<file path="src/lrc_tp_pkg.sv">
// Package with the constants shared by the timestamp tag parser.
`default_nettype none

package lrc_tp_pkg;

    localparam int MAX_TAGS_PER_LINE = 16;
    localparam int TAG_CNT_W = $clog2(MAX_TAGS_PER_LINE + 1);

    localparam logic [2:0] MODE_EXPECT = 3'd0;
    localparam logic [2:0] MODE_MIN0   = 3'd1;
    localparam logic [2:0] MODE_MIN    = 3'd2;
    localparam logic [2:0] MODE_SEC0   = 3'd3;
    localparam logic [2:0] MODE_SEC    = 3'd4;
    localparam logic [2:0] MODE_FRAC   = 3'd5;
    localparam logic [2:0] MODE_DEAD   = 3'd6;

    localparam logic [7:0] CH_NEWLINE = 8'd10;
    localparam logic [7:0] CH_LBRACK  = 8'd91;
    localparam logic [7:0] CH_RBRACK  = 8'd93;
    localparam logic [7:0] CH_COLON   = 8'd58;
    localparam logic [7:0] CH_DOT     = 8'd46;
    localparam logic [7:0] BOM_0      = 8'hEF;
    localparam logic [7:0] BOM_1      = 8'hBB;
    localparam logic [7:0] BOM_2      = 8'hBF;

    localparam logic [1:0] BOM_DONE   = 2'd3;

    localparam logic [19:0] MIN_LIMIT = 20'd71582;
    localparam logic [9:0]  SEC_LIMIT = 10'd99;
    localparam logic [6:0]  SEC_WRAP  = 7'd60;
    localparam logic [2:0]  TOK_MIN   = 3'd4;

    localparam logic [32:0] MS_PER_MIN = 33'd60000;
    localparam logic [32:0] MS_PER_SEC = 33'd1000;

endpackage

`default_nettype wire

</file>
<file path="src/lrc_timestamp_tag_parser.sv">
// Top level of the lyrics timestamp tag parser, one file byte per word.
// A tag result is registered and appears on the output in the cycle after its closing bracket is accepted.
// Throughput: one byte per cycle; the input stalls only while a result waits and is not taken.
// The output register sits between the channels, so a new byte is taken while a result waits
// only if that result is taken in the same cycle.
// Reset is synchronous and active low; it clears all line state and arms the byte-order mark skip.
`default_nettype none

module lrc_timestamp_tag_parser (
    input  wire logic        i_clk,
    input  wire logic        i_rst_n,
    input  wire logic        i_in_valid,
    output logic             o_in_ready,
    input  wire logic [7:0]  i_data_byte,
    input  wire logic        i_file_start,
    output logic             o_out_valid,
    input  wire logic        i_out_ready,
    output logic [31:0]      o_time_ms,
    output logic [3:0]       o_tag_slot
);
    import lrc_tp_pkg::*;

    logic [2:0]           r_mode, n_mode;
    logic                 r_first, n_first;
    logic [1:0]           r_bom, n_bom;
    logic [16:0]          r_min, n_min;
    logic [6:0]           r_sec, n_sec;
    logic [9:0]           r_frac, n_frac;
    logic [1:0]           r_fcnt, n_fcnt;
    logic [2:0]           r_tok, n_tok;
    logic [TAG_CNT_W-1:0] r_tags, n_tags;
    logic                 r_out_valid;
    logic [31:0]          r_ms;
    logic [3:0]           r_slot;

    logic                 accept;
    logic                 emit;
    logic                 is_digit;
    logic [3:0]           digit;
    logic [19:0]          min_acc;
    logic [9:0]           sec_acc;
    logic [9:0]           frac_scaled;
    logic [32:0]          total;
    logic                 tag_ok;
    logic [31:0]          tags_ext;

    assign o_in_ready     = !r_out_valid || i_out_ready;
    assign accept         = i_in_valid && o_in_ready;
    assign o_out_valid    = r_out_valid;
    assign o_time_ms      = r_ms;
    assign o_tag_slot     = r_slot;

    assign is_digit = i_data_byte inside {[8'd48:8'd57]};
    assign digit    = i_data_byte[3:0];

    // The file-start clear also sends the mode back to expect, so no digit or closing bracket is
    // taken from that byte, and these values are taken from the registers as they are.
    assign min_acc = 20'(r_min) * 20'd10 + 20'(digit);
    assign sec_acc = 10'(r_sec) * 10'd10 + 10'(digit);

    always_comb begin
        case (r_fcnt)
            2'd1:    frac_scaled = 10'(r_frac * 10'd100);
            2'd2:    frac_scaled = 10'(r_frac * 10'd10);
            default: frac_scaled = r_frac;
        endcase
    end

    assign total  = 33'(r_min) * MS_PER_MIN + 33'(r_sec) * MS_PER_SEC + 33'(frac_scaled);
    assign tag_ok = (r_tok >= TOK_MIN) && !total[32];

    always_comb begin
        n_mode  = r_mode;
        n_first = r_first;
        n_bom   = r_bom;
        n_min   = r_min;
        n_sec   = r_sec;
        n_frac  = r_frac;
        n_fcnt  = r_fcnt;
        n_tok   = r_tok;
        n_tags  = r_tags;
        emit    = 1'b0;

        if (i_file_start) begin
            n_mode  = MODE_EXPECT;
            n_first = 1'b1;
            n_bom   = 2'd0;
            n_min   = '0;
            n_sec   = '0;
            n_frac  = '0;
            n_fcnt  = '0;
            n_tok   = '0;
            n_tags  = '0;
        end

        if (i_data_byte == CH_NEWLINE) begin
            n_mode  = MODE_EXPECT;
            n_first = 1'b0;
            n_bom   = 2'd0;
            n_min   = '0;
            n_sec   = '0;
            n_frac  = '0;
            n_fcnt  = '0;
            n_tok   = '0;
            n_tags  = '0;
        end else begin
            case (n_mode)
                MODE_EXPECT: begin
                    if (n_first && n_bom == 2'd0 && i_data_byte == BOM_0) begin
                        n_bom = 2'd1;
                    end else if (n_first && n_bom == 2'd1) begin
                        if (i_data_byte == BOM_1) begin
                            n_bom = 2'd2;
                        end else begin
                            n_mode = MODE_DEAD;
                        end
                    end else if (n_first && n_bom == 2'd2) begin
                        if (i_data_byte == BOM_2) begin
                            n_bom = BOM_DONE;
                        end else begin
                            n_mode = MODE_DEAD;
                        end
                    end else begin
                        if (n_first) begin
                            n_bom = BOM_DONE;
                        end
                        if (i_data_byte == CH_LBRACK) begin
                            n_mode = MODE_MIN0;
                            n_min  = '0;
                            n_sec  = '0;
                            n_frac = '0;
                            n_fcnt = '0;
                            n_tok  = '0;
                        end else begin
                            n_mode = MODE_DEAD;
                        end
                    end
                end
                MODE_MIN0, MODE_MIN: begin
                    if (is_digit) begin
                        if (min_acc > MIN_LIMIT) begin
                            n_mode = MODE_DEAD;
                        end else begin
                            n_min  = min_acc[16:0];
                            n_mode = MODE_MIN;
                            n_tok  = (r_tok < TOK_MIN) ? r_tok + 3'd1 : r_tok;
                        end
                    end else if (i_data_byte == CH_COLON && n_mode == MODE_MIN) begin
                        n_mode = MODE_SEC0;
                        n_tok  = (r_tok < TOK_MIN) ? r_tok + 3'd1 : r_tok;
                    end else begin
                        n_mode = MODE_DEAD;
                    end
                end
                MODE_SEC0, MODE_SEC: begin
                    if (is_digit) begin
                        if (sec_acc > SEC_LIMIT) begin
                            n_mode = MODE_DEAD;
                        end else begin
                            n_sec  = sec_acc[6:0];
                            n_mode = MODE_SEC;
                            n_tok  = (r_tok < TOK_MIN) ? r_tok + 3'd1 : r_tok;
                        end
                    end else if (n_mode == MODE_SEC && r_sec < SEC_WRAP
                                 && i_data_byte == CH_DOT) begin
                        n_mode = MODE_FRAC;
                        n_tok  = (r_tok < TOK_MIN) ? r_tok + 3'd1 : r_tok;
                    end else if (n_mode == MODE_SEC && r_sec < SEC_WRAP
                                 && i_data_byte == CH_RBRACK) begin
                        if (tag_ok) begin
                            n_mode = MODE_EXPECT;
                            emit   = 1'b1;
                        end else begin
                            n_mode = MODE_DEAD;
                        end
                    end else begin
                        n_mode = MODE_DEAD;
                    end
                end
                MODE_FRAC: begin
                    if (is_digit) begin
                        if (r_fcnt == 2'd3) begin
                            n_mode = MODE_DEAD;
                        end else begin
                            n_frac = 10'(r_frac * 10'd10 + 10'(digit));
                            n_fcnt = r_fcnt + 2'd1;
                            n_tok  = (r_tok < TOK_MIN) ? r_tok + 3'd1 : r_tok;
                        end
                    end else if (i_data_byte == CH_RBRACK && r_fcnt != 2'd0) begin
                        if (tag_ok) begin
                            n_mode = MODE_EXPECT;
                            emit   = 1'b1;
                        end else begin
                            n_mode = MODE_DEAD;
                        end
                    end else begin
                        n_mode = MODE_DEAD;
                    end
                end
                default: begin
                    n_mode = MODE_DEAD;
                end
            endcase

            if (emit) begin
                if (r_tags < TAG_CNT_W'(MAX_TAGS_PER_LINE)) begin
                    n_tags = r_tags + TAG_CNT_W'(1);
                end else begin
                    emit = 1'b0;
                end
            end
        end
    end

    assign tags_ext = 32'(r_tags);

    always_ff @(posedge i_clk) begin
        if (!i_rst_n) begin
            r_mode      <= MODE_EXPECT;
            r_first     <= 1'b1;
            r_bom       <= 2'd0;
            r_min       <= '0;
            r_sec       <= '0;
            r_frac      <= '0;
            r_fcnt      <= '0;
            r_tok       <= '0;
            r_tags      <= '0;
            r_out_valid <= 1'b0;
        end else begin
            if (accept) begin
                r_mode  <= n_mode;
                r_first <= n_first;
                r_bom   <= n_bom;
                r_min   <= n_min;
                r_sec   <= n_sec;
                r_frac  <= n_frac;
                r_fcnt  <= n_fcnt;
                r_tok   <= n_tok;
                r_tags  <= n_tags;
            end
            if (accept && emit) begin
                r_out_valid <= 1'b1;
            end else if (i_out_ready) begin
                r_out_valid <= 1'b0;
            end
        end
    end

    always_ff @(posedge i_clk) begin
        if (accept && emit) begin
            r_ms   <= total[31:0];
            r_slot <= tags_ext[3:0];
        end
    end

endmodule

`default_nettype wire

</file>
<file path="config.mk">
export PLATFORM = sky130hd
export DESIGN_NAME = lrc_timestamp_tag_parser
export DESIGN_NICKNAME = d
export VERILOG_FILES = /design/src/lrc_tp_pkg.sv /design/src/lrc_timestamp_tag_parser.sv
export SDC_FILE = /design/constraint.sdc
export NUM_CORES = 1
export LEC_CHECK = 0
export BUFFER_PORTS_ARGS = -buffer_cell sky130_fd_sc_hd__clkbuf_2
export CAP_MARGIN = 10
export CORE_MARGIN = 2
export CORE_UTILIZATION = 46
export CTS_CLUSTER_DIAMETER = 60
export CTS_CLUSTER_SIZE = 28
export DETAILED_ROUTE_END_ITERATION = 16
export HOLD_SLACK_MARGIN = 0.03
export MAX_ROUTING_LAYER = met4
export SLEW_MARGIN = 20
export SYNTH_ARGS = -nofsm -noshare
export SYNTH_HDL_FRONTEND = slang
export SYNTH_SLANG_ARGS = --single-unit
</file>
<file path="constraint.sdc">
create_clock -name i_clk -period 12.3 [get_ports i_clk]
set_input_delay 1.845 -clock i_clk [delete_from_list [all_inputs] [get_ports i_clk]]
set_output_delay 1.845 -clock i_clk [all_outputs]
set_load 0.05 [all_outputs]
</file>
[Yosys cells after proc, flatten, opt, wreduce, memory -nomap -nowiden]
Index checks and enable logic that the tools add are counted.
Storage, ports and cells
  logic and storage cells: 175
  memories: 0
  output and inout port bits: 38
  RAM bits: 0
  bits in registers: 87
  bits in latches: 0
  input port bits: 13
  bits in read-only memories: 0
Operators by class
  mux-type cells: 101
  reduce and logical (&&, ||, !) cells: 22
  $lt $le $gt $ge: 8
  divide/modulo/power cells: 0
  shifts and indexed selects: 0
  equal/unequal tests: 18
  add/sub/neg operators: 8
  bitwise logic cells: 0
  multiply operators: 6
Operators by type and width (number)
  $mux 17: 8
  $mux 3: 33
  $mux 10: 8
  $mux 7: 8
  $pmux 10 s2: 2
  $mux 2: 18
  $pmux 17 s2: 1
  $add 33x10->33: 1
  $add 33x17->33: 1
  $mul 17x11->28 const B: 1
  $eq 8x8->1 const B: 3
  $pmux 3 s4: 2
  $add 10x4->10: 2
  $add 20x4->20: 1
  $gt 20x17->1 const B: 1
  $mux 5: 4
  $mul 17x3->19 const B: 1
  $eq 8x6->1 const B: 2
  $eq 8x7->1 const B: 2
  $mul 7x7->14 const B: 1
  $mux 1: 14
  $pmux 7 s2: 1
  $logic_and 1x1->1: 13
  $gt 10x7->1 const B: 1
  26 further kinds: 34

[Depth between registers and ports, before layout]
  word-level depth: 15
  depth in mapped cells: 27
  gate-level depth less buffers: 27

[Least setup slack after synthesis]
OpenSTA, ideal clock, no wires.
  path kind: register to register
  from: register r_min[1]
  to: register r_slot[0] (netlist: o_tag_slot[0]), enable pin
  setup time: 477 ps
  slack: 3182 ps
  path buffers: 0
  clock period less this slack: 9118 ps
  required time: 11823 ps
  stages on the path, launching flop included: 25
  data arrival time: 8641 ps
  cell sequence: dfxtp_1 -> inv_1 -> fa_1 -> inv_1 -> fa_1 -> fa_1 -> inv_1 -> fa_1 -> inv_1 -> fa_1 -> ha_1 -> and2_1 -> a221oi_1 -> inv_1 -> a31oi_1 -> xnor2_1 -> ha_1 -> o21ai_0 -> nand2b_1 -> nand4_1 -> nor4_4 -> nand4_1 -> or3_1 -> and2_1 -> nor3_1
Between the ends
  cells in the longest elaborated chain, start to end: 14
  elaborated cells on any way between the ends: 16
  those cells by class: 2 x add/sub; 1 x mul; 10 x mux; 3 x reduce/logical
RTL lines
  start: declaration: RTL line lrc_timestamp_tag_parser.sv:26  | logic [16:0] r_min, n_min;
  start signal: assignment: RTL line lrc_timestamp_tag_parser.sv:234  | r_min <= n_min;
  $mul 17x11->28 *: RTL line lrc_timestamp_tag_parser.sv:69  | assign total = 33'(r_min) * MS_PER_MIN + 33'(r_sec) * MS_PER_SEC + 33'(frac_scaled);
  $add 33x17->33 *: RTL line lrc_timestamp_tag_parser.sv:69
  $add 33x10->33 *: RTL line lrc_timestamp_tag_parser.sv:69
  $logic_not 1->1 *: RTL line lrc_timestamp_tag_parser.sv:70  | assign tag_ok = (r_tok >= TOK_MIN) && !total[32];
  $logic_and 1x1->1 *: RTL line lrc_timestamp_tag_parser.sv:70
  $mux 1 *: RTL line lrc_timestamp_tag_parser.sv:170, lrc_timestamp_tag_parser.sv:190
  $mux 1: RTL line lrc_timestamp_tag_parser.sv:168  | end else if (n_mode == MODE_SEC && r_sec < SEC_WRAP
  $mux 1: RTL line lrc_timestamp_tag_parser.sv:164  | end else if (n_mode == MODE_SEC && r_sec < SEC_WRAP
  $mux 1: RTL line lrc_timestamp_tag_parser.sv:156  | if (is_digit) begin
  $pmux 1 s2 *: RTL line lrc_timestamp_tag_parser.sv:107  | case (n_mode)
  $mux 1 *: RTL line lrc_timestamp_tag_parser.sv:96  | if (i_data_byte == CH_NEWLINE) begin
  $mux 1 *: RTL line lrc_timestamp_tag_parser.sv:205  | if (emit) begin
  $mux 1 *: RTL line lrc_timestamp_tag_parser.sv:96
  $logic_and 1x1->1 *: RTL line lrc_timestamp_tag_parser.sv:250  | if (accept && emit) begin
  end signal: assignment: RTL line lrc_timestamp_tag_parser.sv:252  | r_slot <= tags_ext[3:0];
  end: declaration: RTL line lrc_timestamp_tag_parser.sv:34  | logic [3:0] r_slot;
Every way passes the cells marked *; elsewhere a longest branch is shown, timed or not. The select of a mux whose other input is x is not followed.
A chain may end at the register's enable or synchronous reset.

[Worst setup path after layout]
  from: register r_min[1]
  to: register r_ms[21] (netlist: o_time_ms[21]), enable pin
Between the ends
  cells in the longest elaborated chain, start to end: 14
  elaborated cells on any way between the ends: 16
  those cells by class: 2 x add/sub; 1 x mul; 10 x mux; 3 x reduce/logical
RTL lines
  $mul 17x11->28 *: RTL line lrc_timestamp_tag_parser.sv:69
  $add 33x17->33 *: RTL line lrc_timestamp_tag_parser.sv:69
  $add 33x10->33 *: RTL line lrc_timestamp_tag_parser.sv:69
  $logic_not 1->1 *: RTL line lrc_timestamp_tag_parser.sv:70
  $logic_and 1x1->1 *: RTL line lrc_timestamp_tag_parser.sv:70
  $mux 1 *: RTL line lrc_timestamp_tag_parser.sv:170, lrc_timestamp_tag_parser.sv:190
  $mux 1: RTL line lrc_timestamp_tag_parser.sv:168
  $mux 1: RTL line lrc_timestamp_tag_parser.sv:164
  $mux 1: RTL line lrc_timestamp_tag_parser.sv:156
  $pmux 1 s2 *: RTL line lrc_timestamp_tag_parser.sv:107
  $mux 1 *: RTL line lrc_timestamp_tag_parser.sv:96
  $mux 1 *: RTL line lrc_timestamp_tag_parser.sv:205
  $mux 1 *: RTL line lrc_timestamp_tag_parser.sv:96
  $logic_and 1x1->1 *: RTL line lrc_timestamp_tag_parser.sv:250
  end signal: assignment: RTL line lrc_timestamp_tag_parser.sv:251  | r_ms <= total[31:0];
  end: declaration: RTL line lrc_timestamp_tag_parser.sv:33  | logic [31:0] r_ms;
Marks and branches as above.

==> flow_metrics.tcl <==
set metrics [dict create \
    avgSynthCellArea_sq_um 8.88 \
    ys_warn_count 0 \
    crit_fanout 32 \
    worstSetupPathType "reg -> reg" \
    cts_buffers 9 \
    tns_ps 0 \
    synth_nets 1796 \
    seq_power_share_pct 46.8 \
    min_path_type "reg -> reg" \
    cts_root_buffer "clkbuf_16" \
    syn-cell-area_sq_um 13100 \
    status "completed" \
    die_x_microns 173 \
    drtAntennaViolNets 0 \
    reg2reg_slack_ps 4050 \
    use_met3_pct 2.22 \
    sw_frac_of_total_pct 26.8 \
    met1_usage_pct 30.5 \
    cts_setup_buffers 0 \
    antenna_cells 0 \
    first_pass_iters 5 \
    ys_async_sr_fraction_pct 0 \
    clockBufferDepth 2 \
    fin_area_sq_um 14000 \
    max-vdd-ir-drop_mv 0.0643 \
    final_util_pct 50.0 \
    switching_power_mw 0.172 \
    ys.flop_type "dfxtp_1" \
    ios 51 \
    gr-usage-met2_pct 35.3 \
    cap_violations 0 \
    finalSetupViolCount 0 \
    slew_headroom_pct 35.7 \
    layout.nets 1821 \
    cts_num_sinks 87 \
    wl_per_cell_microns 16.9 \
    hold_viol_final 0 \
    cp-start-kind "register" \
    numPortBuffers 50 \
    cts_hold_buf 0 \
    clock_latency_ps 370 \
    intPower_mw 0.472 \
    drive_above_1_share_pct 7.31 \
    globalRouteOverflowTotal 0 \
    fmax_mhz 121 \
    period_share_pct 67.0 \
    synth_edf_count 36 \
    leakagePower_nw 6.72 \
    placementRows 61 \
    clkPwrFrac_pct 45.8 \
    cts_resized 0 \
    synthDistinctLibCells 85 \
    grt_pass1_vias 10400 \
    ctsHtreeMaxLevel 3 \
    gp_congestion 0.901 \
    design.die.area_sq_um 29800 \
    grt_max_degree 33 \
    fill_cells 2694 \
    fin_skew_ps 10.3 \
    initial_utilization_pct 46.9 \
    power_frac_comb_pct 7.4 \
    dp_slack_ps 4030 \
    busiest_layer "met2" \
    area_growth_syn_to_layout_pct 6.78 \
    fin_ws_ps 4050 \
    drv_slew 0 \
    placed_area_sq_um 13700 \
    antenna_found_initial 0 \
    worstMarginPinSlew_ps 958 \
    grt_first_pass_wirelength_microns 52900 \
    core_area_sq_um 27900 \
    crit_path_max_incr_delay_ps 560 \
    dieHeight_microns 173 \
    min_period_ps 8250 \
    clk_pin_slew_ps 70 \
    critPathArrivalTime_ps 8250 \
    dr.first_iter.drc_count 725 \
    whs_ps 522 \
    p_per_area_nw_per_um2 46.1 \
    via_per_inst 5.75 \
    crit_required_ps 12300 \
    cts_tree "built" \
    endpoint_kind "register" \
    netlist_instances 1474 \
    seq_area_frac_synth_pct 16.1 \
    drc 0 \
    hpwl_microns 25200 \
    wl_microns 31700 \
    synth_seq_cells 87 \
    crit_slowest_cell "fa_1" \
    vias 10800 \
    rsz0062_at_grt "no" \
    track_usage_pct 22.3 \
]
[critical path: cells and delay by family (launching register included)]
family          cells  cell delay [ps]
flops               1              480
fa+ha+maj           7             3250
simple gates        8             2370
compound gates      3              680
xor+xnor            1              100
buf+inv             6              920
[placed cells by master (no fill, tap or decap), types with 5 or more instances in the layout]
cell       instances
ha_1             211
inv_1            175
fa_1              98
nor2_1            97
nand2_1           85
a21oi_1           85
xnor2_1           79
o21ai_0           61
dfxtp_1           51
clkbuf_2          50
edfxtp_1          36
a21o_1            33
nor3_1            32
nand3_1           28
xor2_1            23
a22oi_1           22
nand4_1           21
nand2b_1          19
or3_1             19
o211ai_1          17
a211oi_1          16
nor2b_1           15
a31oi_1           14
and2_1            13
o21a_1            13
and3_1            11
a211o_1           10
mux2i_1            9
clkbuf_16          9
nor3b_1            8
nor4_1             7
mux2_2             7
o31ai_1            7
o21ai_1            6
a221oi_1           6
o21bai_1           6
a41oi_1            5
a221o_1            5
or4_1              5
a32oi_1            5
[layer usage]
metal / up-vias / part of all wire [%]
li1: 5337 / -
met4: 0 / 1.5
met5: - / 0
met1: 5246 / 49
met2: 197 / 47
met3: 34 / 2.9
[path summary, 6_finish.rpt]
kind,to,cells after the start,from
min reg2reg,r_frac[9]$_SDFFE_PN0P_,2,r_frac[9]$_SDFFE_PN0P_
min,r_frac[9]$_SDFFE_PN0P_,2,r_frac[9]$_SDFFE_PN0P_
max reg2reg,o_time_ms[21]$_DFFE_PP_,25,r_min[1]$_SDFFE_PN0P_
max,o_time_ms[21]$_DFFE_PP_,25,r_min[1]$_SDFFE_PN0P_
[per-stage QoR]
| step | instances | total power [mW] |
|---|---|---|
| 5_1_grt | 1882 | 0.666 |
| 4_1_cts | 1882 | 0.649 |
| 3_3_place_gp | 1866 | 0.354 |
| 2_1_floorplan | 1474 | 0.339 |
| 3_5_place_dp | 1866 | 0.354 |
| 6_report | 1882 | 0.644 |
[synth_stat cells, types with 6 or more instances]
master | number | area, sq um
a221oi_1 | 6 | 52.6
nor3b_1 | 8 | 60.1
o21bai_1 | 6 | 45.0
a21oi_1 | 85 | 425
edfxtp_1 | 36 | 1080
nor4_1 | 7 | 43.8
and2_1 | 13 | 81.3
nand3_1 | 28 | 140
a31oi_1 | 14 | 87.6
nor2_1 | 97 | 364
a211o_1 | 10 | 87.6
or3_1 | 19 | 119
o211ai_1 | 17 | 128
xnor2_1 | 79 | 692
nand2b_1 | 19 | 119
dfxtp_1 | 51 | 1020
o21ai_0 | 62 | 310
ha_1 | 211 | 2640
xor2_1 | 23 | 201
nor3_1 | 33 | 165
a21o_1 | 33 | 248
o31ai_1 | 7 | 52.6
a22oi_1 | 22 | 165
mux2_2 | 7 | 78.8
nand4_1 | 21 | 131
inv_1 | 175 | 657
and3_1 | 11 | 68.8
a211oi_1 | 16 | 120
fa_1 | 98 | 1960
nand2_1 | 85 | 319
o21a_1 | 13 | 97.6
mux2i_1 | 9 | 90.1
clkbuf_1 | 31 | 116
nor2b_1 | 15 | 93.8
[layout make-up]
cell class	count	area (sq um)	share of cell area, %
clock buffer	9	225	1.61
tap	378	473	3.38
inverter	176	661	4.73
sequential	87	2100	15.0
multi-input combinational	1172	10200	72.7
clock inverter	7	78.8	0.564
timing repair buffer	53	273	1.95
[registers in the layout, indices dropped and copies added, names as in the netlist]
name,cells
r_fcnt,2
o_out_valid,1
r_tags,5
o_tag_slot,4
r_min,17
r_tok,3
r_sec,7
r_first,1
r_mode,3
o_time_ms,32
r_frac,10
r_bom,2
[kinds of logic after synthesis]
logic type,count (synthesis),share of synthesized area (%)
buffers and inverters,215,6.33
DFF,87,16.1
muxes,16,1.29
adders and majority gates,309,35.2
AOI/OAI and AO/OA,355,18.9
and+or+nand+nor,390,15.5
xor gates and xnor gates,102,6.82
[power groups by stage]
| stage | Clock [mW] | Sequential (mW) | Combinational [mW] |
|---|---|---|---|
| 2_1_floorplan | 0 | 0.307 | 0.0312 |
| 3_3_place_gp | 0 | 0.308 | 0.0460 |
| 3_5_place_dp | 0 | 0.308 | 0.0463 |
| 4_1_cts | 0.301 | 0.302 | 0.0466 |
| 5_1_grt | 0.313 | 0.302 | 0.0518 |
| 6_report | 0.295 | 0.302 | 0.0475 |
(Power assumes the default switching activity.)
